<file path="config.mk">
export PLATFORM = sky130hd
export DESIGN_NAME = stream_k_group_reverser
export DESIGN_NICKNAME = d
export VERILOG_FILES = /design/src/rtl/skgr_pkg.sv /design/src/rtl/skgr_buffer.sv /design/src/rtl/stream_k_group_reverser.sv
export SDC_FILE = /design/constraint.sdc
export NUM_CORES = 1
export LEC_CHECK = 0
export BUFFER_PORTS_ARGS = -buffer_cell sky130_fd_sc_hd__buf_2
export CAP_MARGIN = 10
export CORE_MARGIN = 2
export CORE_UTILIZATION = 35
export DETAILED_ROUTE_END_ITERATION = 10
export PLACE_DENSITY = 0.55
export SKIP_LAST_GASP = 1
export SLEW_MARGIN = 30
export SYNTH_ARGS = -nofsm -noshare
export SYNTH_HDL_FRONTEND = slang
export SYNTH_SLANG_ARGS = --single-unit
</file>
<file path="constraint.sdc">
create_clock -name clk -period 4.35 [get_ports clk]
set_input_delay 0.435 -clock clk [delete_from_list [all_inputs] [get_ports clk]]
set_output_delay 0.435 -clock clk [all_outputs]
set_load 0.005 [all_outputs]
</file>
<file path="src/rtl/skgr_pkg.sv">
// shared constants and types for the stream group reverser
`timescale 1ns / 1ps
`default_nettype none

package skgr_pkg;

  // default sizing of the group buffer
  localparam int DEF_MAX_GROUP  = 16;
  localparam int DEF_VALUE_BITS = 32;

  // fixed widths of the stream fields and the group size register
  localparam int ITEM_BITS = 32;
  localparam int CFG_BITS  = 5;

  // controller states
  typedef enum logic [1:0] {
    ST_IDLE,
    ST_LOAD,
    ST_SEND
  } skgr_state_t;

endpackage

`default_nettype wire

</file>
<file path="src/rtl/skgr_buffer.sv">
// group buffer memory, one write and one registered read port
`timescale 1ns / 1ps
`default_nettype none

module skgr_buffer #(
  parameter int DEPTH = 16,
  parameter int WIDTH = 32
) (
  input  wire logic                     clk,
  input  wire logic                     we,
  input  wire logic [$clog2(DEPTH)-1:0] waddr,
  input  wire logic [WIDTH-1:0]         wdata,
  input  wire logic                     re,
  input  wire logic [$clog2(DEPTH)-1:0] raddr,
  output logic      [WIDTH-1:0]         rdata
);

  logic [WIDTH-1:0] mem [DEPTH];

  // write port
  always_ff @(posedge clk) begin
    if (we) begin
      mem[waddr] <= wdata;
    end
  end

  // read port, data held until the next read
  always_ff @(posedge clk) begin
    if (re) begin
      rdata <= mem[raddr];
    end
  end

endmodule

`default_nettype wire

</file>
<file path="src/rtl/stream_k_group_reverser.sv">
// top level: stream group reverser with buffer control
`timescale 1ns / 1ps
`default_nettype none

// Reorders a stream of values in groups of group_size items.
// Input requests arrive on s_axis (tdata = value, tlast = end of sequence).
// Each request is written into the group buffer at the current fill count.
// When the buffer holds group_size items the group is sent on m_axis in
// reverse order; when tlast arrives first, the partial group is sent in
// arrival order. m_axis_tlast marks the final result of a tlast request.
// group_size is written through cfg_we / cfg_wdata; the user must write it
// only while idle, as the block itself does not enforce this. Zero acts as one
// and values above MAX_GROUP act as MAX_GROUP. A request that does not close
// a group is stored and s_axis_tready stays high. A closing request leads to
// ST_LOAD, which starts the registered buffer read of the first result, then
// to ST_SEND, where results go out one per cycle while the receiver is ready,
// n results for a group of n. s_axis_tready is low in ST_LOAD and while a
// group is sent. When the receiver stalls, the result and the buffer read
// address hold. Reset empties the buffer count and sets group_size to 1.
module stream_k_group_reverser #(
  parameter int MAX_GROUP  = skgr_pkg::DEF_MAX_GROUP,
  parameter int VALUE_BITS = skgr_pkg::DEF_VALUE_BITS
) (
  input  wire logic                           clk,
  input  wire logic                           rst,
  // configuration
  input  wire logic                           cfg_we,
  input  wire logic [skgr_pkg::CFG_BITS-1:0]  cfg_wdata,
  // input stream
  input  wire logic                           s_axis_tvalid,
  output logic                                s_axis_tready,
  input  wire logic [skgr_pkg::ITEM_BITS-1:0] s_axis_tdata,  // [31:0] item_value
  input  wire logic                           s_axis_tlast,  // item_last
  // output stream
  output logic                                m_axis_tvalid,
  input  wire logic                           m_axis_tready,
  output logic      [skgr_pkg::ITEM_BITS-1:0] m_axis_tdata,  // [31:0] out_value
  output logic                                m_axis_tlast   // out_last
);

  import skgr_pkg::*;

  localparam int CW = $clog2(MAX_GROUP + 1);
  localparam int AW = $clog2(MAX_GROUP);
  localparam int KW = (CW > CFG_BITS) ? CW : CFG_BITS;

  skgr_state_t   state, state_next;
  logic [CFG_BITS-1:0] group_size;
  logic [CW-1:0] fill, fill_next;
  logic [CW-1:0] emit_n, emit_n_next;
  logic [CW-1:0] emit_idx, emit_idx_next;
  logic          rev, rev_next;
  logic          last_flag, last_flag_next;

  logic [KW-1:0] k_eff;
  logic [CW-1:0] n_cnt;
  logic          in_req;
  logic          out_req;
  logic          emit_end;
  logic          rd_en;
  logic [CW-1:0] rd_j;
  logic [CW-1:0] rd_pos;
  logic [VALUE_BITS-1:0] wr_data;
  logic [VALUE_BITS-1:0] rd_data;
  logic [63:0]   in_wide;
  logic [63:0]   rd_wide;

  // group size register
  always_ff @(posedge clk) begin
    if (rst) begin
      group_size <= CFG_BITS'(1);
    end else if (cfg_we) begin
      group_size <= cfg_wdata;
    end
  end

  // effective group size, clamped to 1..MAX_GROUP
  always_comb begin
    if (group_size == '0) begin
      k_eff = KW'(1);
    end else if (KW'(group_size) > KW'(MAX_GROUP)) begin
      k_eff = KW'(MAX_GROUP);
    end else begin
      k_eff = KW'(group_size);
    end
  end

  assign in_req   = s_axis_tvalid && s_axis_tready;
  assign out_req  = m_axis_tvalid && m_axis_tready;
  assign n_cnt    = fill + CW'(1);
  assign emit_end = (emit_idx == emit_n - CW'(1));

  // value width adaption into and out of the buffer
  assign in_wide = {32'b0, s_axis_tdata};
  assign wr_data = in_wide[VALUE_BITS-1:0];
  assign rd_wide = 64'(rd_data);

  // read address: position of the next result in buffer order
  assign rd_j   = (state == ST_SEND) ? emit_idx + CW'(1) : emit_idx;
  assign rd_pos = rev ? emit_n - CW'(1) - rd_j : rd_j;

  // controller state registers
  always_ff @(posedge clk) begin
    if (rst) begin
      state     <= ST_IDLE;
      fill      <= '0;
      emit_n    <= '0;
      emit_idx  <= '0;
      rev       <= 1'b0;
      last_flag <= 1'b0;
    end else begin
      state     <= state_next;
      fill      <= fill_next;
      emit_n    <= emit_n_next;
      emit_idx  <= emit_idx_next;
      rev       <= rev_next;
      last_flag <= last_flag_next;
    end
  end

  // next state and handshake outputs
  always_comb begin
    state_next     = state;
    fill_next      = fill;
    emit_n_next    = emit_n;
    emit_idx_next  = emit_idx;
    rev_next       = rev;
    last_flag_next = last_flag;
    s_axis_tready  = 1'b0;
    m_axis_tvalid  = 1'b0;
    rd_en          = 1'b0;
    case (state)
      ST_IDLE: begin
        s_axis_tready = 1'b1;
        if (in_req) begin
          if ((KW'(n_cnt) >= k_eff) || s_axis_tlast) begin
            emit_n_next    = n_cnt;
            emit_idx_next  = '0;
            rev_next       = (KW'(n_cnt) >= k_eff);
            last_flag_next = s_axis_tlast;
            fill_next      = '0;
            state_next     = ST_LOAD;
          end else begin
            fill_next = n_cnt;
          end
        end
      end
      ST_LOAD: begin
        rd_en      = 1'b1;
        state_next = ST_SEND;
      end
      ST_SEND: begin
        m_axis_tvalid = 1'b1;
        if (out_req) begin
          if (emit_end) begin
            state_next = ST_IDLE;
          end else begin
            rd_en         = 1'b1;
            emit_idx_next = emit_idx + CW'(1);
          end
        end
      end
      default: begin
        state_next = ST_IDLE;
      end
    endcase
  end

  // output payload straight from the registered buffer read
  assign m_axis_tdata = rd_wide[ITEM_BITS-1:0];
  assign m_axis_tlast = last_flag && emit_end;

  // group buffer
  skgr_buffer #(
    .DEPTH (MAX_GROUP),
    .WIDTH (VALUE_BITS)
  ) u_buffer (
    .clk   (clk),
    .we    (in_req),
    .waddr (fill[AW-1:0]),
    .wdata (wr_data),
    .re    (rd_en),
    .raddr (rd_pos[AW-1:0]),
    .rdata (rd_data)
  );

endmodule

`default_nettype wire
</file>
==> impl_metrics.env <==
export IMPL_status="completed"
export IMPL_pin_count=78
export IMPL_hold_buffers=1
export IMPL_critPathTopFamily="adder cells"
export IMPL_critPathRequiredTime_ns=4.69
export IMPL_post_dp_cell_area_um2=24930
export IMPL_r2r_end="u_buffer.rdata[18]"
export IMPL_fmax_ghz=0.2834
export IMPL_endpoint_kind="register"
export IMPL_synth_area_um2=23210
export IMPL_die_area_um2=68380
export IMPL_clock_skew_ns=0.01856
export IMPL_synth_fp_nets=1356
export IMPL_initial_utilization_pct=35.30
export IMPL_ys_flop_type="edfxtp_1"
export IMPL_final_common_cell="edfxtp_1"
export IMPL_tritoncts="built"
export IMPL_reg2regPathDepth=13
export IMPL_synth_top_area_cell="edfxtp_1"
export IMPL_wl_um=49980
export IMPL_via_per_inst=4.883
export IMPL_drv_slew=0
export IMPL_finalSetupViolCount=0
export IMPL_drc=0
export IMPL_postRouteAntennaNets=0
export IMPL_hold_viol_final=0
export IMPL_final_nets=1470
export IMPL_rsz0062_at_grt="false"
export IMPL_yosysWarnings=0
export IMPL_worstPathCellList="inv_1 > ha_1 > ha_1 > inv_1 > ha_1 > fa_1 > xnor2_1 > nand2_1 > o21ai_4 > buf_12 > mux2i_1 > mux2i_1 > mux2i_1"
export IMPL_die_h_um=261.5
export IMPL_synthToLayoutAreaGrowth_pct=15.72
export IMPL_nFillCells=5905
export IMPL_yosys_area_top_type_share_pct=70.39
export IMPL_post_drt_wl_per_cell_um=21.57
export IMPL_hpwl_um=26650
export IMPL_cts_path_max_buffers=3
export IMPL_crit_type="register to register"
export IMPL_final_util_pct=40.84
export IMPL_cp_endpoint="u_buffer.rdata[18]"
export IMPL_startpoint="state[0]"
export IMPL_cp_slowest_stage_delay_ns=0.44
export IMPL_cts_max_level=2
export IMPL_max_slew_margin_rel_pct=40.67
export IMPL_setup_tns_ns=0
export IMPL_final_area_um2=26850
export IMPL_drt_iter0_drc=669
export IMPL_grt_pass1_vias=11530
export IMPL_synth_seq_cells=568
export IMPL_cts_resized=0
export IMPL_p_total_mw=15.03
export IMPL_grt_max_degree=54
export IMPL_grt_overflow=0
export IMPL_syn_area_per_cell_um2=17.93
export IMPL_min_period_over_period_pct=81.12
export IMPL_yosys_cell_types_count=43
export IMPL_start_kind="register"
export IMPL_leakagePower_nw=9.057
export IMPL_cap_viol_max_count=0
export IMPL_path_max_fanout=48
export IMPL_p_per_area_nw_per_um2=559.8
export IMPL_crit_buf_inv=3
export IMPL_vias=11310
export IMPL_cp_arrival_ns=3.87
export IMPL_synth_edf_count=544
export IMPL_portBuffers=77
export IMPL_clkLatencyLatePin_ns=0.61
export IMPL_cp_num_cells=13
export IMPL_yosys_top_cells_area="edfxtp_1, mux2i_1, dfxtp_1, ha_1, buf_2"
export IMPL_grt_pass1_wl_um=74330
export IMPL_cts_buffers=59
export IMPL_dieWidth_um=261.5
export IMPL_core_um2=65750
export IMPL_hold_path_class="input pin to register"
export IMPL_async_reset_ff_share_pct=0
export IMPL_slowest_stage="fa_1"
export IMPL_post_cts_setup_buffer_count=0
export IMPL_yosysSeqAreaShare_pct=72.46
export IMPL_clkTransAtPathRegs_ns=0.06
export IMPL_synth_cells=1294
export IMPL_r2r_start="state[0]"
export IMPL_ir_drop_uv=361.6
export IMPL_drive_gt1_share_pct=15.08
export IMPL_dr_pass1_iters=4
export IMPL_tightest_slew_ns=0.8878
export IMPL_reg2reg_slack_ns=0.82
export IMPL_grtUsageTotal_pct=14.73
export IMPL_rows=94
export IMPL_antenna_found_initial=4
export IMPL_place_congestion=0.7072
export IMPL_clock_sinks=568
export IMPL_layout_common_cells="edfxtp_1, mux2i_1, buf_2, clkbuf_16, dfxtp_1"
export IMPL_cts_root_buffer_cell="clkbuf_16"
export IMPL_layout_min_cycle_time_ns=3.529
## cells by family (layout without fill, tap and decap cells)
group                      after synthesis  in the layout  share of synthesized area (%)
muxes                                  491            491                          21.18
DFF                                    568            568                          72.46
AOI/OAI and AO/OA                       29             29                         0.8627
adders and majority gates               19             19                          1.057
other                                    0              1                              0
xor gates and xnor gates                19             19                         0.8519
and+or+nand+nor                         93             93                          1.903
buffers and inverters                   75            233                          1.682
## final cells by class
| cell class | instances | area, um2 | area share [%] |
|---|---|---|---|
| sequential | 568 | 16820 | 62.62 |
| antenna | 1 | 2.502 | 0.009319 |
| multi-input combinational | 651 | 6157 | 22.93 |
| timing repair buffer | 115 | 868.3 | 3.234 |
| inverter | 13 | 48.80 | 0.1817 |
| clock inverter | 30 | 342.8 | 1.277 |
| clock buffer | 75 | 1536 | 5.722 |
| tap | 864 | 1081 | 4.026 |
## metal layers
metal	vias to the layer above	share of wire, %	track usage (%)
met5	-	0.022	0
met4	2	1.9	4.214
met3	75	3.5	2.274
met2	184	49	24.87
met1	5786	46	19.73
li1	5266	-	-
## worst min-delay path by stage
stage	start	endpoint	slack [ns]	depth (start not counted)
after floorplan	last_flag	last_flag	0.43	2
after global placement	last_flag	last_flag	0.44	2
after detailed placement	last_flag	last_flag	0.45	2
after CTS	cfg_wdata[1]	group_size[1]	0.02	3
after global routing	cfg_wdata[3]	group_size[3]	0.05	3
final	cfg_wdata[1]	group_size[1]	0.05	3
## worst register-to-register path, stage by stage (launching register included)
cell and delay [ns]:
dfxtp_1 0.36, inv_1 0.08, ha_1 0.30, ha_1 0.37, inv_1 0.06, ha_1 0.21
fa_1 0.44, xnor2_1 0.17, nand2_1 0.11, o21ai_4 0.25, buf_12 0.40, mux2i_1 0.21
mux2i_1 0.21, mux2i_1 0.10
## power breakdown
part	total [mW]	internal, mW	leakage (nW)	switching, mW
logic	3.69	1.66	3.05	2.02
clock network	4.94	2.90	0.905	2.04
registers	6.41	6.31	5.10	0.0972
total	15.0	10.9	9.06	4.16
## synth_stat cells, drive strengths merged, types with 2 or more instances
| library cell | instances |
|---|---|
| and2 | 3 |
| o21a | 4 |
| o21ai | 6 |
| buf | 53 |
| or3 | 3 |
| nand2b | 7 |
| clkbuf | 9 |
| dfxtp | 24 |
| o211ai | 2 |
| nor3b | 2 |
| nor3 | 8 |
| a21oi | 8 |
| a211oi | 2 |
| nand3 | 3 |
| xnor2 | 10 |
| inv | 13 |
| nand3b | 2 |
| nor2 | 31 |
| nand2 | 23 |
| xor2 | 8 |
| mux2i | 491 |
| o31ai | 2 |
| ha | 18 |
| nand4 | 3 |
| nor2b | 5 |
| edfxtp | 544 |
## sequential cells by signal (all words and copies together), names as in the netlist
register and flops:
emit_n 5, group_size 5, rev 1, u_buffer.rdata 32, last_flag 1, fill 5
emit_idx 5, state 2, u_buffer.mem 512
## metrics by stage
step / hold slack, ns / worst slack [ns] / instances
after detailed placement: 0.4481 / 0.8356 / 2209
after floorplan: 0.4317 / 0.4814 / 1294
after CTS: 0.02144 / 0.8018 / 2315
after global placement: 0.4422 / 0.8391 / 2209
after global routing: 0.04948 / 0.5445 / 2317
final: 0.05318 / 0.8214 / 2317
(Power assumes the default switching activity.)
